`config.mk`:
```
export PLATFORM = sky130hd
export DESIGN_NAME = prime_test_and_next_prime_top
export DESIGN_NICKNAME = d
export VERILOG_FILES = /design/src/hdl/ptnp_pkg.sv /design/src/hdl/prime_test_and_next_prime_top.sv
export SDC_FILE = /design/constraint.sdc
export NUM_CORES = 1
export LEC_CHECK = 0
export BUFFER_PORTS_ARGS = -buffer_cell sky130_fd_sc_hd__buf_2
export CAP_MARGIN = 20
export CELL_PAD_IN_SITES_DETAIL_PLACEMENT = 0
export CELL_PAD_IN_SITES_GLOBAL_PLACEMENT = 2
export CORE_AREA = 2 2 161 163
export DETAILED_ROUTE_END_ITERATION = 8
export DIE_AREA = 0 0 163 165
export HOLD_SLACK_MARGIN = 0.02
export PLACE_DENSITY = 0.75
export SLEW_MARGIN = 20
export SYNTH_ARGS = -nofsm -noshare
export SYNTH_HDL_FRONTEND = slang
export SYNTH_SLANG_ARGS = --single-unit
```
`constraint.sdc`:
```
create_clock -name clk_i -period 4.39 [get_ports clk_i]
set_input_delay 0.878 -clock clk_i [delete_from_list [all_inputs] [get_ports clk_i]]
set_output_delay 0.878 -clock clk_i [all_outputs]
set_load 0.1 [all_outputs]
```
`src/hdl/ptnp_pkg.sv`:
```
// package: widths, limits, transfer structs and status codes for the prime test block
package ptnp_pkg;

  localparam int unsigned ARG_BITS  = 20;
  localparam int unsigned ARG_LIMIT = 1000000;
  // trial divisors never exceed sqrt of the limit plus one wheel step
  localparam int unsigned DIV_W     = 11;
  localparam int unsigned SQ_W      = 22;
  localparam int unsigned CNT_W     = $clog2(ARG_BITS);

  localparam logic [ARG_BITS-1:0] LIMIT_V = ARG_BITS'(ARG_LIMIT);

  localparam logic MODE_TEST = 1'b0;
  localparam logic MODE_NEXT = 1'b1;

  localparam logic [1:0] STATUS_OK    = 2'd0;
  localparam logic [1:0] STATUS_RANGE = 2'd1;
  localparam logic [1:0] STATUS_LOW   = 2'd2;

  typedef struct packed {
    logic                mode;
    logic [ARG_BITS-1:0] value;
  } ptnp_in_t;

  typedef struct packed {
    logic                prime_flag;
    logic [ARG_BITS-1:0] prime_value;
    logic [1:0]          status;
  } ptnp_out_t;

endpackage

```
`src/hdl/prime_test_and_next_prime_top.sv`:
```
// top level: trial division prime test and next-prime search on one shared remainder unit
//
// usage
// - command channel: drive in_i and raise start_i; the transfer happens at the rising
//   edge where start_i is high and busy_o is low. busy_o stays high until the result
//   has been shown.
// - result channel: result_valid_o is high for exactly one cycle with result_o; the
//   receiver cannot stall, so it must take the transfer in that cycle.
// - mode 0 tests in_i.value; mode 1 searches value+1, value+2, ... for the first prime.
// - every candidate n is checked against divisors 2, 3, 5, 7, 11, 13, ... (6k-1, 6k+1)
//   while d*d <= n. each divisor costs one bit-serial restoring remainder pass over
//   all ARG_BITS candidate bits in ST_DIV, framed by the ST_CHECK and ST_EVAL states.
// - path from command transfer to result transfer: range and zero-start cases go
//   straight to ST_DONE, a test of 0 or 1 passes through ST_INIT first; a mode 0 test
//   of a prime n runs the divisor loop until d*d > n; composites stop at their
//   smallest factor. mode 1 adds that cost for every candidate up to the next
//   prime.
// - one item is in flight at a time; the next may start the cycle after the strobe.
// - reset (rst_ni low, asynchronous) returns the sequencer to idle and drops busy_o
//   and result_valid_o; no result is produced for an item that was cut off.
module prime_test_and_next_prime_top (
  input  logic               clk_i,
  input  logic               rst_ni,
  input  logic               start_i,
  input  ptnp_pkg::ptnp_in_t in_i,
  output logic               busy_o,
  output logic               result_valid_o,
  output ptnp_pkg::ptnp_out_t result_o
);
  import ptnp_pkg::*;

  typedef enum logic [5:0] {
    ST_IDLE  = 6'b000001,
    ST_INIT  = 6'b000010,
    ST_CHECK = 6'b000100,
    ST_DIV   = 6'b001000,
    ST_EVAL  = 6'b010000,
    ST_DONE  = 6'b100000
  } state_e;

  state_e state_q, state_d;

  // item and candidate
  logic                mode_q, mode_d;
  logic [ARG_BITS-1:0] cand_q, cand_d;
  // divisor, its square and the wheel phase
  logic [DIV_W-1:0]    div_q, div_d;
  logic [SQ_W-1:0]     sq_q, sq_d;
  logic                wide_q, wide_d;
  // remainder unit
  logic [DIV_W-1:0]    rem_q, rem_d;
  logic [CNT_W-1:0]    cnt_q, cnt_d;
  // result
  ptnp_out_t           res_q, res_d;

  logic [DIV_W:0]      trial;
  logic [DIV_W:0]      trial_sub;
  logic [SQ_W-1:0]     sq_step;
  logic [DIV_W-1:0]    div_step;
  logic [ARG_BITS:0]   cand_inc;

  // one restoring step: shift in the next candidate bit, subtract if it fits
  assign trial     = {rem_q, cand_q[cnt_q]};
  assign trial_sub = trial - {1'b0, div_q};

  assign cand_inc  = {1'b0, cand_q} + (ARG_BITS + 1)'(1);

  // next divisor on the wheel and its square: (d+s)^2 = d^2 + 2sd + s^2
  always_comb begin
    if (div_q == DIV_W'(2)) begin
      div_step = div_q + DIV_W'(1);
      sq_step  = sq_q + SQ_W'({div_q, 1'b0}) + SQ_W'(1);
    end else if (div_q == DIV_W'(3) || !wide_q) begin
      div_step = div_q + DIV_W'(2);
      sq_step  = sq_q + SQ_W'({div_q, 2'b00}) + SQ_W'(4);
    end else begin
      div_step = div_q + DIV_W'(4);
      sq_step  = sq_q + SQ_W'({div_q, 3'b000}) + SQ_W'(16);
    end
  end

  always_comb begin
    state_d = state_q;
    mode_d  = mode_q;
    cand_d  = cand_q;
    div_d   = div_q;
    sq_d    = sq_q;
    wide_d  = wide_q;
    rem_d   = rem_q;
    cnt_d   = cnt_q;
    res_d   = res_q;
    case (state_q)
      ST_IDLE: begin
        if (start_i) begin
          mode_d = in_i.mode;
          res_d  = '{prime_flag: 1'b0, prime_value: '0, status: STATUS_OK};
          if (in_i.mode == MODE_TEST) begin
            cand_d = in_i.value;
            if (in_i.value > LIMIT_V) begin
              res_d.status = STATUS_RANGE;
              state_d      = ST_DONE;
            end else begin
              state_d = ST_INIT;
            end
          end else if (in_i.value == '0) begin
            res_d.status = STATUS_LOW;
            state_d      = ST_DONE;
          end else if (in_i.value >= LIMIT_V) begin
            res_d.status = STATUS_RANGE;
            state_d      = ST_DONE;
          end else begin
            cand_d  = in_i.value + ARG_BITS'(1);
            state_d = ST_INIT;
          end
        end
      end
      ST_INIT: begin
        div_d  = DIV_W'(2);
        sq_d   = SQ_W'(4);
        wide_d = 1'b0;
        // zero and one are not prime (only reachable in mode 0)
        if (cand_q < ARG_BITS'(2)) begin
          state_d = ST_DONE;
        end else begin
          state_d = ST_CHECK;
        end
      end
      ST_CHECK: begin
        if (sq_q > SQ_W'(cand_q)) begin
          // no divisor up to sqrt: candidate is prime
          res_d.prime_flag = 1'b1;
          if (mode_q == MODE_NEXT) begin
            res_d.prime_value = cand_q;
          end
          state_d = ST_DONE;
        end else begin
          rem_d   = '0;
          cnt_d   = CNT_W'(ARG_BITS - 1);
          state_d = ST_DIV;
        end
      end
      ST_DIV: begin
        if (trial >= {1'b0, div_q}) begin
          rem_d = trial_sub[DIV_W-1:0];
        end else begin
          rem_d = trial[DIV_W-1:0];
        end
        if (cnt_q == '0) begin
          state_d = ST_EVAL;
        end else begin
          cnt_d = cnt_q - CNT_W'(1);
        end
      end
      ST_EVAL: begin
        if (rem_q == '0) begin
          if (mode_q == MODE_TEST) begin
            state_d = ST_DONE;
          end else if (cand_inc > {1'b0, LIMIT_V}) begin
            res_d.status = STATUS_RANGE;
            state_d      = ST_DONE;
          end else begin
            cand_d  = cand_inc[ARG_BITS-1:0];
            state_d = ST_INIT;
          end
        end else begin
          div_d = div_step;
          sq_d  = sq_step;
          if (div_q != DIV_W'(2) && div_q != DIV_W'(3)) begin
            wide_d = !wide_q;
          end
          state_d = ST_CHECK;
        end
      end
      ST_DONE: begin
        state_d = ST_IDLE;
      end
      default: begin
        state_d = ST_IDLE;
      end
    endcase
  end

  always_ff @(posedge clk_i or negedge rst_ni) begin
    if (!rst_ni) begin
      state_q <= ST_IDLE;
    end else begin
      state_q <= state_d;
    end
  end

  // datapath registers need no reset
  always_ff @(posedge clk_i) begin
    mode_q <= mode_d;
    cand_q <= cand_d;
    div_q  <= div_d;
    sq_q   <= sq_d;
    wide_q <= wide_d;
    rem_q  <= rem_d;
    cnt_q  <= cnt_d;
    res_q  <= res_d;
  end

  assign busy_o         = (state_q != ST_IDLE);
  assign result_valid_o = (state_q == ST_DONE);
  assign result_o       = res_q;

endmodule
```
Word level (Yosys, flattened, before mapping). Index checks and enable logic that the tools add are counted.

Register bits after elaboration: 100. Bits of input ports: 24. Output and inout port bits: 25.

Add/subtract/negate cells: 13. $lt $le $gt $ge: 7. Equal/unequal tests: 25. Mux-type cells: 51. Reductions and logical operators: 20.

Operator list (count): two-way mux 20 bit (8); two-way mux 22 bit (3); two-way mux 6 bit (11); two-way mux 11 bit (5); case mux 11 bit (2 select lines) (2); case mux 22 bit (2 select lines) (1); case mux 21 bit (2 select lines) (1); case mux 20 bit (2 select lines) (1); case mux 6 bit (5 select lines) (1); inequality test 2 bit (second input constant) (12); two-way mux 23 bit (1); adder 22 x 1 -> 22 bit (second input constant) (1); adder 22 x 12 -> 22 bit (1); adder 22 x 13 -> 22 bit (1); adder 22 x 14 -> 22 bit (1); adder 22 x 3 -> 22 bit (second input constant) (1); adder 22 x 5 -> 22 bit (second input constant) (1); equality test 11 x 2 -> 1 bit (second input constant) (2); > comparator 22 x 20 -> 1 bit (1); inequality test 11 x 2 -> 1 bit (second input constant) (2); adder 20 x 1 -> 21 bit (second input constant) (1); > comparator 21 x 20 -> 1 bit (second input constant) (1); two-way mux 21 bit (1); adder 20 x 1 -> 20 bit (second input constant) (1); 37 further kinds (55).

Depth between registers and ports, before layout. Gate-level depths: netlist of run 1.

Depth after elaboration: 6. Depth in mapped cells: 16.

Worst setup path before layout of run 1. Ideal clock, no wire load.

Path kind: reg2reg. Start: reg cnt_q[0]. End: reg rem_q[2], data pin. Library setup time: 266 ps. Arrival time: 3856 ps. Data required time: 4124 ps. Slack: 268 ps. Cell stages (with the launch flop): 17. Buffers on the path: 2. Path through: edfxtp_1 clkbuf_1 mux4_1 mux4_2 nor2b_1 a31oi_1 ha_1 fa_1 nor2b_1 o21ai_1 a21oi_1 or3_1 o221a_1 o32ai_2 buf_4 mux2i_1 nor2_1.

Word-level cells in the longest chain between the ends: 5. Elaborated cells between the ends (all ways): 6. Classes of those cells: add/sub (1); order compare (1); mux (4).

RTL lines: start: declaration (line prime_test_and_next_prime_top.sv:52) `logic [CNT_W-1:0] cnt_q, cnt_d;`; start signal: assignment (line prime_test_and_next_prime_top.sv:199) `cnt_q <= cnt_d;`; binary-select mux 1 bit (select 5 bit) * (line prime_test_and_next_prime_top.sv:63) `assign trial = {rem_q, cand_q[cnt_q]};`; two-way mux 1 bit (implied by the code) * (line prime_test_and_next_prime_top.sv:63); subtractor 11 bit or greater-or-equal comparator 12 x 11 -> 1 bit (tied branches) (line prime_test_and_next_prime_top.sv:64, prime_test_and_next_prime_top.sv:143); two-way mux 11 bit * (line prime_test_and_next_prime_top.sv:143) `if (trial >= {1'b0, div_q}) begin`; case mux 11 bit (2 select lines) * (line prime_test_and_next_prime_top.sv:92) `case (state_q)`; end signal: assignment (line prime_test_and_next_prime_top.sv:198) `rem_q <= rem_d;`; end: declaration (line prime_test_and_next_prime_top.sv:51) `logic [DIV_W-1:0] rem_q, rem_d;`.

Mark *: on every way between the ends. The rest lies on a longest branch, timed or not. The select of a mux whose other input is x is not followed. A chain may end at the register's enable or synchronous reset.

Worst setup path in the final report of run 1.
Start: reg cnt_q[0]. End: reg rem_q[3], data pin.

The elaborated chain is that of the path after synthesis.

==> flow_summary.yaml, run 1 <==
global_routing:
  grt_pass1_vias: 7092
  grt_first_pass_wirelength_um: 39600
  antenna_found_initial: 0
  grtUsageTotal_pct: 19.2
  grt_overflow_total: 0
  grt_start_max_net_pins: 48
clocking:
  htreeDepth: 3
  clock_latency_ns: 0.37
  cts_sinks: 100
  hold_buffers: 0
  cts-root-buf: "clkbuf_16"
  cts.clk_slew.worst_paths_ns: 0.08
  cts_tree: "yes"
  clockBufferDepth: 2
  numCtsBuffers: 9
synth:
  async_flop_share_pct: 6.00
  syn_area_um2: 8880
  ys_ff_latch: 100
  synth_edf_count: 94
  syn_inst: 966
  syn_avg_cell_area_um2: 9.19
  ys_warn_count: 0
  synth.yosys.seq_area_share_pct: 33.5
  ys.flop_type: "edfxtp_1"
  synth_top_area_share_pct: 31.8
  synth_cell_types: 78
  synth_nets: 1089
  synth_top_cell_by_area: "edfxtp_1"
  synth_area_leaders: "edfxtp_1 32%, ha_1 13%, xnor2_1 4.9%"
timing:
  fin_crit_sh_pct: 95.6
  finalHoldViolCount: 0
  tightest_slew_ns: 1.05
  max_freq_ghz: 0.238
  max_slew_margin_pct: 29.7
  worst_slack_ns: 0.194
  final.min_clock_period_ns: 4.20
  slew_viol_final: 0
  setup_viol: 0
  skew_ns: 0.0140
place:
  portBuffers: 48
  dp_hpwl_um: 19400
  post-place-ws_ns: 0.0777
  placed_area_um2: 9640
  routabilityCongestion: 0.837
die:
  ioPinCount: 49
  core_area_um2: 25000
  dieArea_um2: 26900
  start_util_pct: 35.5
  fp.dieW_um: 163
  num_rows: 58
  dieHeight_um: 165
final_layout:
  nFillCells: 2574
  final_nets: 1148
  final_cell_mix: "98 x nor2_1, 95 x ha_1, 94 x edfxtp_1, 87 x nand2_1, 60 x inv_1"
  final_common_cell: "nor2_1"
  antenna_cells: 0
  synthToLayoutAreaGrowth_pct: 12.2
  drive_above_1_share_pct: 13.1
  fin_area_um2: 9970
routing:
  routed_wl_um: 25100
  dr.pass1.iters: 5
  drcViolationCount: 0
  wl_met1_um: 12700
  drt-initial-drc-count: 424
  avgViaCountPerCell: 5.42
  post_drt_wl_per_cell_um: 18.5
  met3_length_um: 802
  ant_nets: 0
  vias: 7372
  top_layer_used: "met4"
  met2_length_um: 11400
worst_setup_path:
  worstPathArrival_ns: 4.28
  worstSetupPathType: "reg -> reg"
  reg2reg_depth: 17
  cp-startpoint: "cnt_q[0]"
  r2r_start: "cnt_q[0]"
  setup.worst_path.start_class: "flop"
  crit_top_cell: "nor2b_1"
  endpoint_kind: "flop"
  r2r_end: "rem_q[3]"
  required_ns: 4.47
  endpoint: "rem_q[3]"
  critical_path.max_fanout: 6
  path_depth: 17
  regToRegSetupSlack_ns: 0.19
  cpLargestDelayFamily: "multiplexers"
  path_cells: "buf_12 -> mux4_1 -> mux4_2 -> nor2b_1 -> a31oi_1 -> buf_4 -> ha_1 -> fa_1 -> nor2b_1 -> o21ai_2 -> a21oi_1 -> or3_1 -> o221a_1 -> o32ai_4 -> buf_6 -> mux2i_1 -> nor2_1"
  cp.buffers_inverters: 3
  slowest_stage: "mux4_1"
  critPathMaxStageDelay_ns: 0.55
outcome:
  outcome: "finished, final reports clean"
pwr:
  clkPwrFrac_pct: 16.4
  powerDensity_nw_per_um2: 499
  comb_power_share_pct: 53.2
  p_seq_share_pct: 30.5
  power.switching_uw: 2350
  ir_worst_vdd_mv: 0.372
  p_sw_share_pct: 47.2
  p_leak_uw: 0.00397
  p_int_uw: 2630
hold_path:
  hold_path_class: "in -> async"
run:
  max_cap_violations: 0
[logic make-up (layout without fill, tap and decap cells)]
group | count (synthesis) | after routing | synth area share, %
AOI/OAI and AO/OA | 225 | 225 | 16.7
and+or+nand+nor | 354 | 354 | 20.7
xor gates and xnor gates | 75 | 75 | 7.40
muxes | 21 | 21 | 3.28
DFF | 100 | 100 | 33.5
buffers and inverters | 92 | 156 | 4.11
adders and majority gates | 99 | 99 | 14.3
[final cells by class]
type / instances / area, um2 / share of cell area, %
inverter: 60 / 225 / 2.26
sequential: 100 / 2970 / 29.8
clock buffer: 12 / 258 / 2.59
multi-input combinational: 774 / 5570 / 55.9
tap: 330 / 413 / 4.14
clock inverter: 4 / 31.3 / 0.314
timing repair buffer: 80 / 494 / 4.96
[stage by stage]
stage               utilization [%]  instances  setup TNS, ns  hold WS (ns)  total power (uW)
floorplan                         -        966              0         0.509              3480
global placement               38.5       1342              0         0.585              4170
detailed placement             38.5       1342              0         0.582              4170
CTS                            39.6       1358              0         0.312              5000
global route                   39.8       1360         -0.132         0.326              5320
finish                         39.8       1360              0         0.318              4980
[registers in the layout (all words and copies together) (netlist names)]
name	cells
wide_q	1
sq_q	22
cand_q	20
cnt_q	5
state_q	6
div_q	11
result_o	23
mode_q	1
rem_q	11
[power by group through the flow]
stage | logic, uW | clock network (uW) | registers, uW
CTS | 2640 | 832 | 1520
floorplan | 1520 | 0 | 1970
global route | 2910 | 860 | 1540
detailed placement | 2630 | 0 | 1540
finish | 2650 | 814 | 1520
global placement | 2630 | 0 | 1540
[worst min path at each step]
stage,depth (start not counted),endpoint,from,slack (ns)
after floorplan,1,state_q[4],cnt_q[4],0.51
after global placement,1,wide_q,wide_q,0.59
after detailed placement,1,wide_q,wide_q,0.58
after CTS,1,state_q[2],rst_ni,0.31
after global routing,1,state_q[2],rst_ni,0.33
final,1,state_q[2],rst_ni,0.32
[timing repair]
item	in CTS	in global routing
gates resized for setup	0	3
buffers inserted	0	1
endpoints found under the setup margin	0	11
[Yosys cell counts, types with 4 or more instances]
cell      count
mux2i_1      13
o211ai_1     13
fa_1          4
a311oi_1      4
nor2b_1      12
o21ai_0      52
a21oi_1      53
o21a_1        9
nand4_1      16
nor3_1       23
nand2_1      87
or2_2         6
xnor2_1      50
nand3_1      27
o31ai_1       6
nor3b_1       5
mux4_2        5
o21ai_1       6
a211oi_1     15
dfrtp_1       5
a21o_1       20
a31oi_1      10
ha_1         95
inv_1        60
nor4_1       13
or3_1         9
xor2_1       25
nand3b_1      4
buf_2         7
clkbuf_1     23
and3_1       13
nor2_1       98
nand2b_1      9
edfxtp_1     94
and2_1        5
[per-layer routing]
metal,vias up,GRT usage [%]
li1,3697,-
met1,3543,28.0
met2,116,30.7
met3,16,2.36
met4,0,3.66
met5,-,0
No activity file was read; power rests on OpenSTA's default activity.
==> run 2, diff against run 1 <==
==> constraint.sdc (replaced) <==
create_clock -name clk_i -period 3.6 [get_ports clk_i]
set_input_delay 0.72 -clock clk_i [delete_from_list [all_inputs] [get_ports clk_i]]
set_output_delay 0.72 -clock clk_i [all_outputs]
set_load 0.1 [all_outputs]
==> flow_summary.yaml, run 2 (synthesized netlist as in run 1, its figures left out) <==
worst_setup_path:
  worstSetupPathType: "reg -> reg"
  required_ns: 3.80
  setup.worst_path.start_class: "flop"
  r2r_end: "rem_q[10]"
  path_cells: "buf_12 -> mux4_2 -> mux4_2 -> nor2b_4 -> a31oi_1 -> buf_4 -> ha_4 -> fa_2 -> nor2b_2 -> o21ai_2 -> a21oi_1 -> or3_4 -> buf_4 -> a21o_1 -> a21oi_2 -> mux2_4 -> a211oi_2"
  regToRegSetupSlack_ns: -0.36
  slowest_stage: "mux4_2"
  cp.buffers_inverters: 3
  reg2reg_depth: 17
  cpLargestDelayFamily: "multiplexers"
  critical_path.max_fanout: 6
  endpoint_kind: "flop"
  r2r_start: "cnt_q[0]"
  worstPathArrival_ns: 4.16
  critPathMaxStageDelay_ns: 0.53
pwr:
  ir_worst_vdd_mv: 0.615
  p_leak_uw: 0.00419
  powerDensity_nw_per_um2: 605
die:
  ioPinCount: 49
  start_util_pct: 35.5
  dieArea_um2: 26900
  dieHeight_um: 165
  num_rows: 58
  core_area_um2: 25000
  fp.dieW_um: 163
clocking:
  clock_latency_ns: 0.36
  cts_tree: "yes"
  cts-root-buf: "clkbuf_16"
  numCtsBuffers: 9
  cts.clk_slew.worst_paths_ns: 0.07
  htreeDepth: 3
  cts_sinks: 100
  clockBufferDepth: 2
  hold_buffers: 0
routing:
  ant_nets: 0
  dr.pass1.iters: 5
  drcViolationCount: 0
  post_drt_wl_per_cell_um: 18.6
  routed_wl_um: 26000
  avgViaCountPerCell: 5.41
  vias: 7571
  drt-initial-drc-count: 427
timing:
  slew_viol_final: 0
  worst_slack_ns: -0.362
  tightest_slew_ns: 0.988
  final.min_clock_period_ns: 3.96
  fin_crit_sh_pct: 110
  finalHoldViolCount: 0
  max_freq_ghz: 0.252
  rsz0062_at_grt: "yes"
  setup_viol: 11
  skew_ns: 0.0109
  max_slew_margin_pct: 33.9
final_layout:
  multi_input_area_um2: 5630
  largest_reg_flops: 23
  final_cell_mix: "98 x nor2_1, 94 x ha_1, 94 x edfxtp_1, 87 x nand2_1, 64 x buf_4"
  nFillCells: 2559
  final_common_cell: "nor2_1"
  final_nets: 1187
  finish.utilization_pct: 41.4
  synthToLayoutAreaGrowth_pct: 16.8
  drive_above_1_share_pct: 17.5
  antenna_cells: 0
  regArea_um2: 2970
place:
  post-place-ws_ns: -0.643
  portBuffers: 48
  dp_hpwl_um: 20800
  routabilityCongestion: 0.859
outcome:
  violations: "setup timing"
  outcome: "finished with violations"
global_routing:
  grt_pass1_vias: 7213
  grtUsageTotal_pct: 19.5
  grt_first_pass_wirelength_um: 40200
  antenna_found_initial: 0
  grt_start_max_net_pins: 35
  grt_overflow_total: 0
run:
  max_cap_violations: 0
hold_path:
  hold_path_class: "in -> async"
-- run 2: changes by cell type in the layout (fill, tap and decap cells not counted), moves of 2 or more --
cell,delta
buf_6,+3
clkbuf_1,-2
nor2b_2,+2
a21oi_1,-2
a21oi_2,+2
nor2b_1,-3
buf_12,+2
buf_4,+35
-- run 2: layer usage --
metal / part of all wire [%] / GRT usage, %
met1: 51 / 28.6
met2: 46 / 31.3
met3: 2.7 / 2.29
met4: 0.80 / 3.30
met5: 0 / 0
-- run 2: timing repair --
item	4_1_cts	5_1_grt
gates cloned	1	0
buffers inserted	2	3
setup endpoints to repair	11	32
pin swaps	9	6
gates resized for setup	7	11
-- run 2: worst max-delay path by stage --
| stage | cells after the start | end | start |
|---|---|---|---|
| floorplan | 16 | rem_q[2] | cnt_q[0] |
| global placement | 16 | rem_q[8] | cnt_q[0] |
| detailed placement | 16 | rem_q[3] | cnt_q[0] |
| CTS | 17 | rem_q[2] | cnt_q[0] |
| global route | 17 | rem_q[10] | cnt_q[0] |
| finish | 17 | rem_q[10] | cnt_q[0] |
-- run 2: worst register-to-register path, stage by stage (launching register included) --
cell and delay, ns:
edfxtp_1 0.38, buf_12 0.14, mux4_2 0.53, mux4_2 0.48
nor2b_4 0.14, a31oi_1 0.15, buf_4 0.16, ha_4 0.14
fa_2 0.20, nor2b_2 0.05, o21ai_2 0.13, a21oi_1 0.08
or3_4 0.34, buf_4 0.14, a21o_1 0.16, a21oi_2 0.14
mux2_4 0.31, a211oi_2 0.14
-- run 2: area by class of cell --
type / count / area share [%]
Clock buffer: 9 / 2.17
Inverter: 60 / 2.17
Tap cell: 330 / 3.98
Sequential cell: 100 / 28.7
Timing Repair Buffer: 119 / 7.96
Multi-Input combinational cell: 774 / 54.3
Clock inverter: 7 / 0.736
-- run 2: metrics by stage --
| step | TNS, ns | area (um2) | hold WS, ns | cells | total power, uW |
|---|---|---|---|---|---|
| final | -3.47 | 10400 | 0.175 | 1399 | 6280 |
| after global routing | -5.28 | 10400 | 0.179 | 1399 | 6680 |
| after CTS | -4.86 | 10300 | 0.167 | 1396 | 6270 |
| after detailed placement | -6.60 | 9930 | 0.553 | 1377 | 5210 |
| after global placement | -5.38 | 9920 | 0.550 | 1376 | 5200 |
| after floorplan | -2.21 | 8900 | 0.424 | 966 | 4250 |
-- run 2: report_power, final --
part / switching (uW) / total, uW / internal, uW
clock: 468 / 1010 / 545
sequential: 191 / 1820 / 1620
combinational: 2240 / 3450 / 1210
total: 2900 / 6280 / 3380
